<file path="src/sv/fstp_pkg.sv">
package fstp_pkg;

  localparam int DataBits = 32;
  localparam int FracBits = 16;

  // Q16.16 constants
  localparam logic signed [31:0] ONE_Q    = 32'sd65536;
  localparam logic signed [31:0] C3_Q     = 32'sd19661;   // 0.3
  localparam logic signed [31:0] C7_Q     = 32'sd45875;   // 0.7
  localparam logic signed [31:0] FUZZ_LIM = 32'sd196608;  // 3.0
  localparam logic [20:0]        HALF_W   = 21'd98304;    // 1.5
  localparam logic [16:0]        MEMB_THR = 17'd655;      // 0.01
  localparam logic [21:0]        DEN_MIN  = 22'd6;        // 0.0001
  localparam logic [18:0]        RECIP3   = 19'd349526;   // ceil(2^20/3)
  localparam logic signed [31:0] MAX_D    = 32'sh7FFF_FFFF;
  localparam logic signed [31:0] MIN_D    = 32'sh8000_0000;

  localparam int DivSteps = 31;

  // register indexes
  localparam logic [2:0] REG_BASE_P   = 3'd0;
  localparam logic [2:0] REG_BASE_I   = 3'd1;
  localparam logic [2:0] REG_BASE_D   = 3'd2;
  localparam logic [2:0] REG_ESCALE   = 3'd3;
  localparam logic [2:0] REG_CSCALE   = 3'd4;
  localparam logic [2:0] REG_DRV_UP   = 3'd5;
  localparam logic [2:0] REG_DRV_LO   = 3'd6;
  localparam logic [2:0] REG_ACC_LIM  = 3'd7;

  typedef enum logic [4:0] {
    ST_IDLE,
    ST_ERR,
    ST_MULE,
    ST_MULC,
    ST_XC,
    ST_MEMB,
    ST_RULE,
    ST_GMUL,
    ST_GDIV,
    ST_GWAIT,
    ST_PMUL,
    ST_IMUL,
    ST_DMUL,
    ST_DLAT,
    ST_F3,
    ST_F7,
    ST_SUM,
    ST_OUT,
    ST_DONE
  } fstp_state_e;

  // rule bases, row = error level, column = change level, -3..3
  localparam logic signed [3:0] RULE_P [0:48] = '{
     4'sd3,  4'sd3,  4'sd2,  4'sd2,  4'sd1,  4'sd0,  4'sd0,
     4'sd3,  4'sd3,  4'sd2,  4'sd1,  4'sd1,  4'sd0, -4'sd1,
     4'sd2,  4'sd2,  4'sd2,  4'sd1,  4'sd0, -4'sd1, -4'sd1,
     4'sd2,  4'sd2,  4'sd1,  4'sd0, -4'sd1, -4'sd2, -4'sd2,
     4'sd1,  4'sd1,  4'sd0, -4'sd1, -4'sd1, -4'sd2, -4'sd2,
     4'sd1,  4'sd0, -4'sd1, -4'sd2, -4'sd2, -4'sd2, -4'sd3,
     4'sd0,  4'sd0, -4'sd2, -4'sd2, -4'sd2, -4'sd3, -4'sd3};

  localparam logic signed [3:0] RULE_I [0:48] = '{
    -4'sd3, -4'sd3, -4'sd2, -4'sd2, -4'sd1,  4'sd0,  4'sd0,
    -4'sd3, -4'sd3, -4'sd2, -4'sd1, -4'sd1,  4'sd0,  4'sd0,
    -4'sd3, -4'sd2, -4'sd1, -4'sd1,  4'sd0,  4'sd1,  4'sd1,
    -4'sd2, -4'sd2, -4'sd1,  4'sd0,  4'sd1,  4'sd2,  4'sd2,
    -4'sd2, -4'sd1,  4'sd0,  4'sd1,  4'sd1,  4'sd2,  4'sd3,
     4'sd0,  4'sd0,  4'sd1,  4'sd1,  4'sd2,  4'sd3,  4'sd3,
     4'sd0,  4'sd0,  4'sd1,  4'sd2,  4'sd2,  4'sd3,  4'sd3};

  localparam logic signed [3:0] RULE_D [0:48] = '{
     4'sd1, -4'sd1, -4'sd3, -4'sd3, -4'sd3, -4'sd2,  4'sd1,
     4'sd1, -4'sd1, -4'sd3, -4'sd2, -4'sd2, -4'sd1,  4'sd0,
     4'sd0, -4'sd1, -4'sd2, -4'sd2, -4'sd1, -4'sd1,  4'sd0,
     4'sd0, -4'sd1, -4'sd1, -4'sd1, -4'sd1, -4'sd1,  4'sd0,
     4'sd0,  4'sd0,  4'sd0,  4'sd0,  4'sd0,  4'sd0,  4'sd0,
     4'sd3, -4'sd1,  4'sd1,  4'sd1,  4'sd1,  4'sd1,  4'sd3,
     4'sd3,  4'sd2,  4'sd2,  4'sd2,  4'sd1,  4'sd1,  4'sd3};

endpackage

</file>
<file path="src/sv/fstp_mul.sv">
// Shared signed Q16.16 multiplier: magnitude product registered, then
// shift, truncate toward zero and saturate.
module fstp_mul (
  input  logic               clk_i,
  input  logic signed [31:0] a_i,
  input  logic signed [31:0] b_i,
  output logic        [63:0] prod_o,
  output logic               neg_o,
  output logic signed [31:0] q_o
);

  logic [31:0] mag_a, mag_b;
  logic [63:0] prod_q;
  logic        neg_q;
  logic [47:0] shr;
  logic [31:0] qmag;

  assign mag_a = a_i[31] ? (~a_i + 32'd1) : a_i;
  assign mag_b = b_i[31] ? (~b_i + 32'd1) : b_i;

  always_ff @(posedge clk_i) begin
    prod_q <= mag_a * mag_b;
    neg_q  <= a_i[31] ^ b_i[31];
  end

  assign shr  = prod_q[63:fstp_pkg::FracBits];
  assign qmag = {1'b0, shr[30:0]};

  always_comb begin
    if (|shr[47:31]) begin
      q_o = neg_q ? fstp_pkg::MIN_D : fstp_pkg::MAX_D;
    end else begin
      q_o = neg_q ? $signed(~qmag + 32'd1) : $signed(qmag);
    end
  end

  assign prod_o = prod_q;
  assign neg_o  = neg_q;

endmodule

</file>
<file path="config.mk">
export PLATFORM = sky130hd
export DESIGN_NAME = fstp_mul
export DESIGN_NICKNAME = d
export VERILOG_FILES = /design/src/sv/fstp_pkg.sv /design/src/sv/fstp_mul.sv
export SDC_FILE = /design/constraint.sdc
export NUM_CORES = 2
export LEC_CHECK = 0
export BUFFER_PORTS_ARGS = -buffer_cell sky130_fd_sc_hd__buf_2
export CORE_UTILIZATION = 50
export CTS_CLUSTER_DIAMETER = 120
export DETAILED_ROUTE_END_ITERATION = 8
export PLACE_DENSITY = 0.73
export SLEW_MARGIN = 20
export SYNTH_ARGS = -nofsm -noshare
export SYNTH_HDL_FRONTEND = slang
export SYNTH_SLANG_ARGS = --single-unit
</file>
<file path="constraint.sdc">
create_clock -name clk_i -period 10.9 [get_ports clk_i]
set_input_delay 1.635 -clock clk_i [delete_from_list [all_inputs] [get_ports clk_i]]
set_output_delay 1.635 -clock clk_i [all_outputs]
set_load 0.005 [all_outputs]
</file>
==> results.yml <==
sta:
  min_period_ps: 10680
  tns_ps: 0
  drv_slew: 0
  timing.final.ws_setup_ps: 221
  rsz0062_at_grt: "yes"
  fin_crit_sh: 0.980
  hold_viol_final: 0
  setup_violations: 0
  max_freq_ghz: 0.0936
  tightest_slew_ps: 1000
  slew_headroom: 0.329
placement:
  placed_cell_area_sq_um: 40400
  detailed_place_hpwl_um: 101000
  io_buffers: 161
  place_ws_ps: -431
  gp_congestion: 1.04
cells_and_area:
  nNetsFinal: 5775
  drive_above_1_share: 0.140
  fillerInstances: 6315
  area_growth_pct: 14.1
  fin_area_sq_um: 40900
global_route:
  grt_util_all_layers: 0.328
  grt_pass1_wl_um: 181000
  grt_pass1_vias: 31700
  grt_max_degree: 55
  antenna_found_initial: 6
  grt.overflow.total: 0
critical_path:
  required_ps: 11140
  path_class: "in -> reg"
  cp_slowest_cell: "or4_4"
  crit_fanout: 6
  arrival_ps: 10920
  start_kind: "input pin"
  crit_top_cell: "fa_1"
  endpoint_kind: "register"
  critPathMaxStageDelay_ps: 570
synth:
  synth-seq-area-share: 0.0363
  ys_warn_count: 0
  synth-edff-count: 0
  async_flop_share: 0
  yosys-top-cells-count: "900 x inv_1, 896 x fa_1, 593 x nor2_1"
  yosys.cell_count.top_type: "inv_1"
  synth_cell_types: 65
  synth_top_area_cell: "fa_1"
  synth_area_leaders: "fa_1 50%, inv_1 9.4%, ha_1 9.3%"
  synth_cells: 4180
  synthesis.nets: 5407
  ys_ff_latch: 65
  synth_top_area_share: 0.500
  syn_area_sq_um: 35900
  syn_avg_cell_area_sq_um: 8.58
  synthFlopType: "dfxtp_1"
floorplanning:
  fp.dieW_um: 270
  initial_utilization: 0.508
  die-area_sq_um: 72800
  die_h_um: 270
  ios: 162
  core-area_sq_um: 70500
  fp-row-count: 97
detailed_routing:
  via_per_inst: 5.59
  wirelength_um: 117000
  ant_nets: 0
  vias: 30800
  drt_iter0_markers: 2696
  wire_per_inst_um: 21.2
  drt-pass1-iter-count: 6
  drc: 0
cts:
  clk_pin_slew_ps: 60
  htreeDepth: 3
  cts-root-buf: "clkbuf_16"
  clock_sinks: 65
  clockBufferDepth: 2
  cts_tree: "built"
  cts_buffers: 9
worst_hold_path:
  hold_path.class: "in -> reg"
status:
  outcome: "finished, final reports clean"
flow_run:
  maxCapViolations: 0
final timing paths:
path / cells past startpoint / startpoint / to / slack, ps
worst max-delay path: 36 / a_i[7] / prod_o[54] / 220
worst min-delay path: 4 / b_i[0] / prod_o[0] / 1840
registers in the layout, summed over array words and instances (netlist names):
signal	flops
prod_o	64
neg_o	1
cells by family after synthesis:
logic type | synth area share
mux | 0.000558
fa+ha+maj | 0.593
simple gates | 0.156
xor+xnor | 0.0423
compound gates | 0.0579
flops | 0.0363
buf+inv | 0.114
routing by layer:
metal  wire [um]  global-route usage  vias to the layer above
met5           0                   0                        -
met4       10300               0.244                        0
met3       11400              0.0490                      440
met2       55600               0.531                     1705
met1       39500               0.400                    15500
li1            -                   -                    13200
critical path, delay by kind of cell:
family,cells,cell delay [ps]
adders and majority gates,9,4350
xor gates and xnor gates,2,320
buffers and inverters,10,1280
AOI/OAI and AO/OA,5,880
and+or+nand+nor,10,2440
cells in the final DEF (no fill, tap or decap), drive strengths merged, types with 11 or more instances in the layout:
cell type,count
a21o,34
a21oi,111
a31oi,19
and2,14
buf,541
dfxtp,65
fa,896
ha,266
inv,900
nand2,588
nand2b,15
nand3,19
nand4,17
nor2,603
nor3,32
nor4,13
o21ai,69
o21bai,11
o31ai,18
o41ai,11
or3,12
xnor2,94
xor2,79
area by class of cell:
class	instances	area (sq um)	area share
antenna	7	17.5	0.000428
tap	940	1180	0.0288
clock inverter	6	115	0.00281
clock buffer	10	239	0.00584
sequential	65	1300	0.0318
inverter	900	3380	0.0826
timing repair buffer	541	3900	0.0953
multi-input combinational	3031	30800	0.752
repair_timing:
action                     in CTS  in global routing
hold buffers                    0                  0
resized for setup               2                 34
setup buffers                   0                  2
pin swaps                       0                 10
setup endpoints to repair       3                 25
hold endpoints to repair        0                  0
per-stage QoR:
| stage | utilization | std cells | hold WS (ps) |
|---|---|---|---|
| after floorplan | - | 4180 | 1810 |
| after global placement | 0.572 | 5475 | 2010 |
| after detailed placement | 0.572 | 5475 | 2010 |
| after CTS | 0.577 | 5491 | 1790 |
| after global routing | 0.580 | 5498 | 1820 |
| final | 0.580 | 5500 | 1840 |
Power is not shown: default switching activity piles up to over one toggle a cycle in this logic, so the estimate is an artifact.
