File: src/sv/fstp_pkg.sv
package fstp_pkg;

  localparam int DataBits = 32;
  localparam int FracBits = 16;

  // Q16.16 constants
  localparam logic signed [31:0] ONE_Q    = 32'sd65536;
  localparam logic signed [31:0] C3_Q     = 32'sd19661;   // 0.3
  localparam logic signed [31:0] C7_Q     = 32'sd45875;   // 0.7
  localparam logic signed [31:0] FUZZ_LIM = 32'sd196608;  // 3.0
  localparam logic [20:0]        HALF_W   = 21'd98304;    // 1.5
  localparam logic [16:0]        MEMB_THR = 17'd655;      // 0.01
  localparam logic [21:0]        DEN_MIN  = 22'd6;        // 0.0001
  localparam logic [18:0]        RECIP3   = 19'd349526;   // ceil(2^20/3)
  localparam logic signed [31:0] MAX_D    = 32'sh7FFF_FFFF;
  localparam logic signed [31:0] MIN_D    = 32'sh8000_0000;

  localparam int DivSteps = 31;

  // register indexes
  localparam logic [2:0] REG_BASE_P   = 3'd0;
  localparam logic [2:0] REG_BASE_I   = 3'd1;
  localparam logic [2:0] REG_BASE_D   = 3'd2;
  localparam logic [2:0] REG_ESCALE   = 3'd3;
  localparam logic [2:0] REG_CSCALE   = 3'd4;
  localparam logic [2:0] REG_DRV_UP   = 3'd5;
  localparam logic [2:0] REG_DRV_LO   = 3'd6;
  localparam logic [2:0] REG_ACC_LIM  = 3'd7;

  typedef enum logic [4:0] {
    ST_IDLE,
    ST_ERR,
    ST_MULE,
    ST_MULC,
    ST_XC,
    ST_MEMB,
    ST_RULE,
    ST_GMUL,
    ST_GDIV,
    ST_GWAIT,
    ST_PMUL,
    ST_IMUL,
    ST_DMUL,
    ST_DLAT,
    ST_F3,
    ST_F7,
    ST_SUM,
    ST_OUT,
    ST_DONE
  } fstp_state_e;

  // rule bases, row = error level, column = change level, -3..3
  localparam logic signed [3:0] RULE_P [0:48] = '{
     4'sd3,  4'sd3,  4'sd2,  4'sd2,  4'sd1,  4'sd0,  4'sd0,
     4'sd3,  4'sd3,  4'sd2,  4'sd1,  4'sd1,  4'sd0, -4'sd1,
     4'sd2,  4'sd2,  4'sd2,  4'sd1,  4'sd0, -4'sd1, -4'sd1,
     4'sd2,  4'sd2,  4'sd1,  4'sd0, -4'sd1, -4'sd2, -4'sd2,
     4'sd1,  4'sd1,  4'sd0, -4'sd1, -4'sd1, -4'sd2, -4'sd2,
     4'sd1,  4'sd0, -4'sd1, -4'sd2, -4'sd2, -4'sd2, -4'sd3,
     4'sd0,  4'sd0, -4'sd2, -4'sd2, -4'sd2, -4'sd3, -4'sd3};

  localparam logic signed [3:0] RULE_I [0:48] = '{
    -4'sd3, -4'sd3, -4'sd2, -4'sd2, -4'sd1,  4'sd0,  4'sd0,
    -4'sd3, -4'sd3, -4'sd2, -4'sd1, -4'sd1,  4'sd0,  4'sd0,
    -4'sd3, -4'sd2, -4'sd1, -4'sd1,  4'sd0,  4'sd1,  4'sd1,
    -4'sd2, -4'sd2, -4'sd1,  4'sd0,  4'sd1,  4'sd2,  4'sd2,
    -4'sd2, -4'sd1,  4'sd0,  4'sd1,  4'sd1,  4'sd2,  4'sd3,
     4'sd0,  4'sd0,  4'sd1,  4'sd1,  4'sd2,  4'sd3,  4'sd3,
     4'sd0,  4'sd0,  4'sd1,  4'sd2,  4'sd2,  4'sd3,  4'sd3};

  localparam logic signed [3:0] RULE_D [0:48] = '{
     4'sd1, -4'sd1, -4'sd3, -4'sd3, -4'sd3, -4'sd2,  4'sd1,
     4'sd1, -4'sd1, -4'sd3, -4'sd2, -4'sd2, -4'sd1,  4'sd0,
     4'sd0, -4'sd1, -4'sd2, -4'sd2, -4'sd1, -4'sd1,  4'sd0,
     4'sd0, -4'sd1, -4'sd1, -4'sd1, -4'sd1, -4'sd1,  4'sd0,
     4'sd0,  4'sd0,  4'sd0,  4'sd0,  4'sd0,  4'sd0,  4'sd0,
     4'sd3, -4'sd1,  4'sd1,  4'sd1,  4'sd1,  4'sd1,  4'sd3,
     4'sd3,  4'sd2,  4'sd2,  4'sd2,  4'sd1,  4'sd1,  4'sd3};

endpackage

File: src/sv/fstp_div.sv
// Restoring divider, one quotient bit per cycle. The quotient is known to
// fit 31 bits, so the top of the dividend starts as the remainder.
module fstp_div (
  input  logic        clk_i,
  input  logic        rst_ni,
  input  logic        start_i,
  input  logic [63:0] dividend_i,
  input  logic [23:0] divisor_i,
  output logic        done_o,
  output logic [30:0] quot_o
);

  logic [23:0] rem_q, div_q;
  logic [30:0] dq_q;
  logic [4:0]  cnt_q;
  logic        busy_q, done_q;
  logic [24:0] rem2;
  logic        qbit;
  logic [24:0] rem_sub;

  assign rem2    = {rem_q, dq_q[30]};
  assign qbit    = rem2 >= {1'b0, div_q};
  assign rem_sub = rem2 - {1'b0, div_q};

  always_ff @(posedge clk_i or negedge rst_ni) begin
    if (!rst_ni) begin
      busy_q <= 1'b0;
      done_q <= 1'b0;
      cnt_q  <= '0;
    end else begin
      done_q <= 1'b0;
      if (start_i) begin
        busy_q <= 1'b1;
        cnt_q  <= 5'(fstp_pkg::DivSteps);
      end else if (busy_q) begin
        cnt_q <= cnt_q - 5'd1;
        if (cnt_q == 5'd1) begin
          busy_q <= 1'b0;
          done_q <= 1'b1;
        end
      end
    end
  end

  always_ff @(posedge clk_i) begin
    if (start_i) begin
      rem_q <= dividend_i[54:31];
      dq_q  <= dividend_i[30:0];
      div_q <= divisor_i;
    end else if (busy_q) begin
      rem_q <= qbit ? rem_sub[23:0] : rem2[23:0];
      dq_q  <= {dq_q[29:0], qbit};
    end
  end

  assign done_o = done_q;
  assign quot_o = dq_q;

endmodule

File: config.mk
export PLATFORM = sky130hd
export DESIGN_NAME = fstp_div
export DESIGN_NICKNAME = d
export VERILOG_FILES = /design/src/sv/fstp_pkg.sv /design/src/sv/fstp_div.sv
export SDC_FILE = /design/constraint.sdc
export NUM_CORES = 1
export LEC_CHECK = 0
export BUFFER_PORTS_ARGS = -buffer_cell sky130_fd_sc_hd__buf_2
export CORE_UTILIZATION = 40
export DETAILED_ROUTE_END_ITERATION = 8
export SLEW_MARGIN = 10
export SYNTH_ARGS = -nofsm -noshare
export SYNTH_HDL_FRONTEND = slang
export SYNTH_SLANG_ARGS = --single-unit
File: constraint.sdc
create_clock -name clk_i -period 3.6 [get_ports clk_i]
set_input_delay 0.36 -clock clk_i [delete_from_list [all_inputs] [get_ports clk_i]]
set_output_delay 0.36 -clock clk_i [all_outputs]
set_load 0.01 [all_outputs]
==> results.md, run 1 <==
- Status: completed
- Top cell type's share of synthesized area: 0.478
- Relative slew slack: 0.500
- Syn Inst Count: between 400 and 500
- Die H: around 110 microns
- IO Port Bufs: 113
- Yosys Warn Count: 0
- Via density: between 5 and 6
- Post-Syn Nets: ~560
- Drc violations: 0
- CP Cell Sequence: inv_1 > ha_1 > inv_1 > fa_1 > a21oi_1 > o211ai_1 > a221oi_2 > o21ai_2 > a211oi_2 > o21ai_1 > xnor2_1 > o31ai_1
- Fin Setup TNS: 0 ns
- Setup CP Type: reg2reg
- Drt wl/cell: between 10 and 15 microns
- H-tree levels: 3
- Die ar.: between 0.01 and 0.015 sq mm
- Final Slew Violations: 0
- Register area share after synthesis: 0.513
- Drt pass-1 iters: 4
- Post-synthesis compound-gate area fraction: 0.140
- RSZ-0062 raised after global routing: no
- TritonCTS Sinks: 86
- Post-synth EDFFs: 79
- Post-route ant nets: 0
- CP endpoint kind: register
- Initial antenna violation count: 1
- Starting DRT DRC Count: about 170
- Async set-or-reset flop fraction in the synthesized netlist: 0.0814
- Max incr delay on CP: between 0.4 and 0.5 ns
- Minimum clock period: about 3.1 ns
- Startpoint types: register
- Final Skew: 0.0103 ns
- Util after Layout: 0.498
- Pwr Density: approximately 760 mW/mm^2
- Floorplan core area: roughly 0.012 sq mm
- Hpwl dp: 7660 microns
- Worst EP arrival: roughly 3.3 ns
- Gr usage total: 0.177
- Hold Fails Final Rpt: 0
- Worst EP required: roughly 3.8 ns
- CTS tree: built
- Max_cap viols: 0
- Register bit count reported by yosys: 86
- P_leak: between 2 and 3 nW
- Area Overhead vs Synth: 21.0%
- Post-synthesis adder-cell area fraction: 0.0696
- CTS Buffer Depth: 2
- Post-synth top flop: edfxtp_1
- Ant diodes: 0
- Fmax: ~320 MHz
- Synth area leaders: edfxtp_1, mux2_2, ha_1
- Synth area leader: edfxtp_1
- Hold Path Class: in2reg
- Clock Latency Late Sink: about 0.36 ns
- Largest net degree at the start of global routing: 70
- Crit path max fanout: 4
- VDD IR-drop max: roughly 290 uV
- Routed WL: ~11,000 microns
- XOR/XNOR share of the synthesized area: 0.0441
- Worst Tran Pin Value: 0.750 ns
- Most frequent CP cell: inv_1
- Starting density of the core: 0.412
- Final setup violation count: 0
- CP top delay family: compound AO/OA/AOI/OAI gates
- GRT Residual Overflow: 0
- CTS root buf: clkbuf_16
- Post-Synth Simple-Gate Area: 0.112
- Largest family of logic cells by synthesized area: compound AO/OA/AOI/OAI gates
- Die width: 113 microns
- Post-Syn Area: about 0.005 sq mm
- # resized after CTS: 0
- Buf/Inv on CP: 2
- Post-synthesis mux area share: 0.0766
- First-pass GRT wire length: roughly 18,000 microns
- Final worst-path cycle share: 0.867
- Syn avg cell area: ~11 sq um
- CP max stage cell: a221oi_2
- Nets: ~670
- RePlAce Congestion: ~0.87
- # rows: 40
- Number of global-route vias before repair: between 3,000 and 4,000
- Ports: around 120
- Reg clk slew, reported paths: around 0.070 ns
- Ratio of cells with drive above 1 in the final layout: 0.315
- Cts bufs inserted: 9
- Distinct cell type count after synthesis: between 50 and 60
- Vias: 3,633
path summary, 6_finish.rpt:
path / startpoint / depth (start not counted) / slack, ns / to
max: quot_o[30]$_DFFE_PP_ / 12 / 0.48 / rem_q[22]$_DFFE_PP_
max in group asynchronous: rst_ni / 2 / 3.08 / cnt_q[2]$_DFFE_PN0P_
min: divisor_i[14] / 1 / 0.18 / div_q[14]$_DFFE_PP_
max reg2reg: quot_o[30]$_DFFE_PP_ / 12 / 0.48 / rem_q[22]$_DFFE_PP_
min in group asynchronous: rst_ni / 2 / 0.36 / done_o$_DFF_PN0_
min reg2reg: cnt_q[4]$_DFFE_PN0P_ / 2 / 0.53 / cnt_q[4]$_DFFE_PN0P_
per-stage QoR:
stage          worst slack, ns  hold WS, ns  power, mW  area [sq um]  std cells
2_1_floorplan            0.819       0.0644       3.16          4960        439
3_3_place_gp             0.519        0.202       3.63          5710        707
3_5_place_dp             0.483        0.203       3.66          5710        707
4_1_cts                  0.459        0.164       4.64          6010        724
5_1_grt                  0.237        0.164       4.95          6010        724
6_report                 0.479        0.176       4.59          6010        724
final cells by class:
type	instances	area [sq um]
well taps	168	210
inverters	32	120
clock inverters	6	61.3
fillers	1128	6050
repair buffers	121	643
multi-input cells	301	2200
clock buffers	10	229
flip-flops and latches	86	2550
sequential cells by signal, indices dropped and copies added (netlist names):
name / count
rem_q: 24
busy_q: 1
done_o: 1
div_q: 24
quot_o: 31
cnt_q: 5
worst register-to-register path: stages (launching register included):
cell	delay, ns
edfxtp_1	0.43
inv_1	0.08
ha_1	0.17
inv_1	0.06
fa_1	0.41
a21oi_1	0.23
o211ai_1	0.16
a221oi_2	0.45
o21ai_2	0.15
a211oi_2	0.34
o21ai_1	0.13
xnor2_1	0.13
o31ai_1	0.21
placed cells by master (no fill, tap or decap), types with 8 or more instances in the layout:
master,n
buf_2,112
edfxtp_1,79
inv_1,32
xnor2_1,17
nand2b_1,8
nand2_1,33
nor2_1,13
xor2_1,8
nor2b_1,20
a21o_1,12
clkbuf_16,9
ha_1,26
a21oi_1,51
mux2_2,32
o21ai_0,13
cells by family after synthesis:
kind of cell,count (synthesis)
compound gates,112
simple gates,103
flops,86
buf+inv,52
mux,34
fa+ha+maj,27
xor+xnor,25
report_power, final:
part           total (mW)  internal (mW)  switching, mW
Clock               0.946          0.536          0.410
Combinational        2.15          0.939           1.21
Sequential           1.49           1.38          0.119
metal layers:
metal	GRT usage	part of all wire	up-vias
met2	0.285	0.45	99
met1	0.219	0.46	1701
met3	0.0696	0.072	12
met4	0.0544	0.012	2
met5	0	0.0012	-
li1	-	-	1819
Yosys cell counts, types with 2 or more instances:
cell,n
a211oi_1,2
a21boi_0,2
a21o_1,12
a21oi_1,51
a22oi_1,3
a31oi_1,3
buf_1,2
buf_2,3
buf_4,3
clkbuf_1,10
dfrtp_1,7
edfxtp_1,79
ha_1,26
inv_1,32
mux2_2,32
mux2i_1,2
nand2_1,33
nand2b_1,8
nand3_1,5
nand4_1,3
nor2_1,13
nor2b_1,20
nor3_1,4
nor3b_1,2
nor4_1,2
o2111ai_1,2
o211ai_1,3
o21ai_0,13
o21ai_1,4
o21bai_1,4
o31a_1,2
o31ai_1,2
xnor2_1,17
xor2_1,8
timing repair:
action | 4_1_cts | 5_1_grt
endpoints found under the setup margin | 0 | 0
endpoints found under the hold margin | 7 | 0
hold buffers | 1 | 0
setup buffers | 0 | 0
(Power assumes the default switching activity.)
==> run 2: changes to the inputs <==
CAP_MARGIN = 15   (was default)
CORE_UTILIZATION = 49   (was 40)
PLACE_DENSITY = 0.77   (was default)
clock period = 2.7 ns   (was 3.6 ns; I/O delays follow)
==> results.md, run 2 (same netlist as run 1, synthesis figures left out) <==
- Status: finished with violations
- Failing checks: setup timing
- Floorplan core area: 0.00977 sq mm
- Setup CP Type: reg2reg
- Drt wl/cell: ~16 microns
- Largest net degree at the start of global routing: 56
- Area of the multi-input gates: 0.00235 sq mm
- WHS Path Cells: 1
- Crit path max fanout: 3
- Worst Tran Pin Value: 0.588 ns
- Number of global-route vias before repair: ~3,900
- Ratio of cells with drive above 1 in the final layout: 0.392
- Clock Latency Late Sink: 0.39 ns
- Final Skew: 0.0130 ns
- Final Non-Filler Cells: between 700 and 800
- Die H: 103 microns
- RePlAce Congestion: 0.868
- CTS tree: built
- Gr usage total: 0.226
- Pre-CTS setup slack: -0.0617 ns
- Worst EP required: ~2.9 ns
- Pwr Density: 1030 mW/mm^2
- Die width: 103 microns
- Placed Instances: 688
- Largest register FFs: 31
- Total power: 6.43 mW
- Relative slew slack: 0.608
- Area Overhead vs Synth: 25.5%
- Ports: roughly 120
- Clock share of power: 0.149
- Reg clk slew, reported paths: ~0.10 ns
- Post-route ant nets: 0
- Final Slew Violations: 0
- GRT Residual Overflow: 0
- Cts bufs inserted: 9
- Commonest cells after routing, fill and taps aside: buf_2, edfxtp_1, a21oi_1, nand2_1, mux2_2
- Via density: between 5 and 6
- Buf/Inv on CP: 4
- TritonCTS Sinks: 86
- P_leak: between 2 and 3 nW
- Max_cap viols: 0
- Startpoint types: register
- Final Hold Slack: about 0.052 ns
- Flop pwr share: 0.314
- RSZ-0062 raised after global routing: yes
- Worst EP arrival: between 2 and 3 ns
- Comb pwr share: 0.537
- Hold Fails Final Rpt: 0
- IO Port Bufs: 113
- CP endpoint kind: register
- VDD IR-drop max: 517 uV
- # rows: 36
- Drc violations: 0
- CTS Buffer Depth: 2
- Fillers: between 800 and 900
- CP Cell Sequence: inv_1 > ha_2 > inv_2 > fa_2 > a21oi_2 > o211ai_1 > a221oi_2 > buf_4 > o21ai_4 > a211oi_2 > buf_4 > xnor2_2 > nand2_1 > a21oi_2
- CTS root buf: clkbuf_8
- Final worst-path cycle share: 1.02
- Commonest non-fill, non-tap cell in the layout: buf_2
- Net switching power: ~2.5 mW
- CP top delay family: compound AO/OA/AOI/OAI gates
- FF+latch area: between 0.002 and 0.003 sq mm
- Hold Path Class: in2reg
- First-pass GRT wire length: between 15,000 and 20,000 microns
- Vias: around 3,800
- Hpwl dp: ~8000 microns
- Starting density of the core: 0.508
- Sw Ratio: 0.392
- FF-to-FF path depth: 14
- Final setup margin: -0.0474 ns
- Die ar.: 0.0105 sq mm
- Initial antenna violation count: 0
- Final setup violation count: 3
- Crit path depth: 14
- Routed WL: 11,200 microns
- Fmax: 364 MHz
- CP max stage cell: edfxtp_1
- Drt pass-1 iters: 5
- Fin Setup TNS: -0.111 ns
- H-tree levels: 3
- Max incr delay on CP: ~0.40 ns
- Internal: just under 4 mW
- Starting DRT DRC Count: roughly 190
- Minimum clock period: ~2.7 ns
- Ant diodes: 0
- Nets: 692
==> run 2: cell types whose count changed in the layout (fill, tap and decap cells not counted), moves of 3 or more <==
| cell | previous run | this run |
|---|---|---|
| a21oi_1 | 51 | 45 |
| a21oi_2 | 1 | 7 |
| buf_4 | 7 | 28 |
| clkbuf_16 | 9 | 0 |
| clkbuf_8 | 0 | 9 |
| clkinv_4 | 0 | 3 |
| ha_1 | 26 | 16 |
| ha_2 | 0 | 7 |
| ha_4 | 0 | 3 |
==> run 2: path summary, 6_finish.rpt <==
check / from / endpoint / slack, ns
worst max-delay path: quot_o[30]$_DFFE_PP_ / rem_q[20]$_DFFE_PP_ / -0.05
worst min-delay path: divisor_i[15] / div_q[15]$_DFFE_PP_ / 0.05
worst max register to register: quot_o[30]$_DFFE_PP_ / rem_q[20]$_DFFE_PP_ / -0.05
worst min register to register: cnt_q[4]$_DFFE_PN0P_ / cnt_q[4]$_DFFE_PN0P_ / 0.54
max in group asynchronous: rst_ni / cnt_q[4]$_DFFE_PN0P_ / 2.31
min in group asynchronous: rst_ni / cnt_q[3]$_DFFE_PN0P_ / 0.24
==> run 2: per-stage QoR <==
| step | area (sq um) | util |
|---|---|---|
| 2_1_floorplan | 4970 | - |
| 3_3_place_gp | 5810 | 0.595 |
| 3_5_place_dp | 5810 | 0.595 |
| 4_1_cts | 6040 | 0.618 |
| 5_1_grt | 6230 | 0.637 |
| 6_report | 6230 | 0.637 |
==> run 2: area by class of cell <==
| cell class | count | share of cell area |
|---|---|---|
| Timing Repair Buffer | 144 | 0.135 |
| Clock buffer | 9 | 0.0199 |
| Inverter | 32 | 0.0193 |
| Clock inverter | 7 | 0.0131 |
| Multi-Input combinational cell | 301 | 0.377 |
| Tap cell | 133 | 0.0267 |
| Sequential cell | 86 | 0.409 |
==> run 2: timing repair <==
item,4_1_cts,5_1_grt
endpoints found under the hold margin,7,0
resized for setup,2,29
buffers inserted,1,6
hold buffers,1,0
pin swaps,2,21
setup endpoints to repair,4,24
==> run 2: layer usage <==
metal | part of all wire | vias up | routed length, microns | track usage
li1 | - | 1870 | - | -
met1 | 0.43 | 1781 | 4860 | 0.272
met2 | 0.48 | 135 | 5370 | 0.364
met3 | 0.077 | 14 | 869 | 0.0861
met4 | 0.013 | 0 | 142 | 0.0945
met5 | 0 | - | 0 | 0
==> run 2: power groups by stage <==
stage	Combinational [mW]	Clock, mW	Sequential [mW]
2_1_floorplan	2.22	0	2.00
3_3_place_gp	3.05	0	2.01
3_5_place_dp	3.13	0	2.02
4_1_cts	3.18	0.984	2.00
5_1_grt	3.82	1.03	2.05
6_report	3.46	0.958	2.02
==> run 2: worst reg2reg max path: stages (launching register included) <==
cell      delay (ns)
edfxtp_1        0.40
inv_1           0.07
ha_2            0.17
inv_2           0.04
fa_2            0.37
a21oi_2         0.17
o211ai_1        0.13
a221oi_2        0.30
buf_4           0.17
o21ai_4         0.06
a211oi_2        0.24
buf_4           0.16
xnor2_2         0.10
nand2_1         0.08
a21oi_2         0.14
